## config.mk

```make
export PLATFORM = sky130hd
export DESIGN_NAME = dsf_sqrt_cell
export DESIGN_NICKNAME = d
export VERILOG_FILES = /design/src/hdl/dsf_pkg.sv /design/src/hdl/dsf_sqrt_cell.sv
export SDC_FILE = /design/constraint.sdc
export NUM_CORES = 2
export LEC_CHECK = 0
export ABC_AREA = 1
export BUFFER_PORTS_ARGS = -buffer_cell sky130_fd_sc_hd__buf_4
export CAP_MARGIN = 10
export CORE_ASPECT_RATIO = 2
export CORE_UTILIZATION = 40
export CTS_CLUSTER_SIZE = 24
export DETAILED_ROUTE_END_ITERATION = 8
export PLACE_DENSITY = 0.53
export REMOVE_ABC_BUFFERS = 1
export SLEW_MARGIN = 25
export SYNTH_ARGS = -nofsm -noshare
export SYNTH_HDL_FRONTEND = slang
export SYNTH_SLANG_ARGS = --single-unit
export TNS_END_PERCENT = 10
```

## constraint.sdc

```tcl
create_clock -name clk -period 19.7 [get_ports clk]
set_input_delay 0.985 -clock clk [delete_from_list [all_inputs] [get_ports clk]]
set_output_delay 0.985 -clock clk [all_outputs]
set_load 0.01 [all_outputs]
```

## src/hdl/dsf_pkg.sv

```systemverilog
// Shared constants and types for the damped spring force unit.
package dsf_pkg;

  localparam int DATA_WIDTH_DEF = 32;
  localparam int FRAC_BITS_DEF  = 16;

  // Configuration register indexes.
  typedef enum logic [1:0] {
    REG_REST    = 2'd0,
    REG_STIFF   = 2'd1,
    REG_DAMP    = 2'd2,
    REG_UNUSED  = 2'd3
  } reg_idx_t;

  localparam int APB_AW = 4;

  // Control that travels with each item through a cell row.
  typedef struct packed {
    logic valid;
    logic zero;
  } dsf_ctl_t;

endpackage

```

## src/hdl/dsf_sqrt_cell.sv

```systemverilog
// One bit step of the square root, passing radicand and root on.
module dsf_sqrt_cell
  import dsf_pkg::*;
#(
  parameter int SW  = 70,
  parameter int RW  = 35,
  parameter int BIT = 0
) (
  input  logic          clk,
  input  logic          en,
  input  logic [SW-1:0] rad_in,
  input  logic [RW-1:0] root_in,
  output logic [SW-1:0] rad_out,
  output logic [RW-1:0] root_out
);

  logic [RW-1:0]   cand;
  logic [2*RW-1:0] sq;

  // Try setting this bit of the root and keep it when its square still fits.
  always_comb begin
    cand = root_in | (RW'(1) << BIT);
    sq   = {{RW{1'b0}}, cand} * {{RW{1'b0}}, cand};
  end

  always_ff @(posedge clk) begin
    if (en) begin
      rad_out  <= rad_in;
      root_out <= ((2*RW)'(rad_in) >= sq) ? cand : root_in;
    end
  end

endmodule

```

==> run_results.csv <==
group,metric,value,unit
die,std_cell_rows,166,
sta,hold_violations,0,
synth,yosysMostFrequentCell,"inv_1",
cts,cts_buffers,9,
synth,synth_top_area_frac,0.477,
synth,yosys_warnings,0,
die,dieWidth,230,um
place,hpwlAfterDp,119000,um
sta,rsz0062_at_grt,"no",
synth,synthArstFlopShare,0,
worst_setup_path,cp_data_arrival_time,9740,ps
final_layout,drive_above_1_share,0.0654,
detailed_routing,antenna_left,0,
worst_setup_path,start_kind,"primary input",
synth,synth_cell_types,38,
worst_setup_path,cp_slowest_cell,"fa_1",
synth,synth_edf_count,105,
cts,htree_levels,3,
final_layout,nFillCells,10400,
synth,syn_inst,4889,
cts,path_clk_slew,100,ps
worst_hold_path,min_path_type,"in -> reg",
place,gp_congestion,0.946,
sta,layout_min_cycle_time,9560,ps
detailed_routing,wire_per_inst,22.1,um
die,die_y,457,um
die,die_area,105000,um^2
synth,synth_seq_cells,105,
cts,post_cts_buffers,0,
synth,synth.avg_cell_area,8.48,um^2
detailed_routing,vias,30700,
grt,grt_max_degree,55,
final_layout,nets,6437,
synth,synth_common_cells,"inv_1 (1,671), nand2_1 (1,035), fa_1 (987)",
worst_setup_path,path_class,"in -> reg",
grt,antenna_found_initial,0,
synth,synth_area_leaders,"fa_1 (48%), inv_1 (15%), ha_1 (11%)",
cts,cts_tree,"built",
grt,grt_pass1_wl,208000,um
sta,min_period_over_period,0.485,
run_status,status,"complete, no violations",
cts,clock-sinks,105,
sta,setup-tns-final,0,ps
worst_setup_path,slowest_delay,580,ps
die,io_pins,212,
place,portBuffers,211,
sta,slew_headroom,0.430,
detailed_routing,drtIter0Drc,1325,
die,start_util,0.405,
detailed_routing,route.detailed.drc,0,
worst_setup_path,crit_path_max_fanout,26,
synth,synth_flop_cell,"edfxtp_1",
worst_setup_path,cpMostUsedCell,"inv_1",
die,coreArea,102000,um^2
worst_setup_path,setup.worst_path.end_class,"register",
detailed_routing,drt_pass1_iterations,5,
detailed_routing,via_per_inst,4.85,
grt,grt_pass1_vias,34800,
grt,globalRouteTotalUtil,0.275,
detailed_routing,wirelength,140000,um
final_layout,antenna_cells,0,
worst_setup_path,required,19880,ps
flow_run,max_cap_viol_count,0,
grt,overflow,0,
cts,cts_hold_buf,0,
synth,ys_seq_area_frac,0.0761,
final_layout,syn_to_final_growth,7.51,%
sta,setup_viol,0,
sta,fmax,105,MHz
cts,cts_buffer_depth,2,
synth,synth_top_cell_by_area,"fa_1",
cts,clockRootBuffer,"clkbuf_16",
synth,synth_area,41400,um^2
sta,slew_viol_final,0,
cts,cts_resized,0,
sta,tightest_slew,846,ps
[area by class of cell]
class,count,area [um^2],share of cell area
clock buffer,9,225,0.00505
clock inverter,7,91.3,0.00205
inverter,1677,6290,0.141
multi-input combinational,2968,31500,0.706
sequential,105,3150,0.0708
tap,1344,1680,0.0377
timing repair buffer,218,1640,0.0367
[worst paths after layout]
path	start	to	slack [ps]	cells after the start
max	root_in[7]	root_out[0]	10140	37
min	rad_in[11]	rad_out[11]	750	1
[per-layer routing]
| metal | track usage | up-vias | wire length [um] |
|---|---|---|---|
| li1 | - | 13900 | - |
| met1 | 0.249 | 15600 | 42500 |
| met2 | 0.553 | 791 | 81100 |
| met3 | 0.0208 | 426 | 3470 |
| met4 | 0.206 | 0 | 12400 |
| met5 | 0 | - | 0 |
[cells in the final DEF (no fill, tap or decap), types with 2 or more instances in the layout]
cell,n
nand2_4,2
inv_2,6
nor4_1,2
ha_1,364
a21oi_2,4
nand2_2,43
xnor2_1,40
a21oi_1,120
nand2_1,1035
inv_1,1671
clkinv_8,3
nor2_4,5
nand3b_1,17
or2_2,3
fa_1,987
nor3_4,2
a21o_1,4
inv_6,2
clkbuf_16,9
xor2_1,15
buf_4,218
o21ai_0,50
nor2_2,16
nand4_1,13
nand3_2,4
nand3_1,56
edfxtp_1,105
nor3_1,16
nor2_1,142
nor3_2,3
o21bai_1,13
o21ai_1,3
[metrics by stage]
stage / utilization / instance area [um^2] / worst slack [ps] / std cells / hold slack [ps]
after floorplan: - / 40900 / 12010 / 4750 / 1080
after global placement: 0.432 / 44200 / 9730 / 6312 / 1180
after detailed placement: 0.432 / 44200 / 9770 / 6312 / 1180
after CTS: 0.435 / 44600 / 10210 / 6328 / 723
after global routing: 0.435 / 44600 / 9940 / 6328 / 735
final: 0.435 / 44600 / 10140 / 6328 / 747
[flip-flops by register name (all words and copies together) (netlist names)]
register	count
rad_out	70
root_out	35
[critical path: cells and delay by family]
kind,cells,cell delay (ps)
buffers and inverters,11,1460
xor gates and xnor gates,1,230
AOI/OAI and AO/OA,5,970
adders and majority gates,10,4770
and+or+nand+nor,10,1250
[cell families (layout without fill, tap and decap cells)]
logic type,Yosys count,count (layout),share of synthesized area
adders and majority gates,1351,1351,0.587
AOI/OAI and AO/OA,202,202,0.0267
and+or+nand+nor,1360,1360,0.135
xor gates and xnor gates,55,55,0.0116
DFF,105,105,0.0761
buffers and inverters,1816,1911,0.164
Power is not shown: default switching activity piles up to over one toggle a cycle in this logic, so the estimate is an artifact.
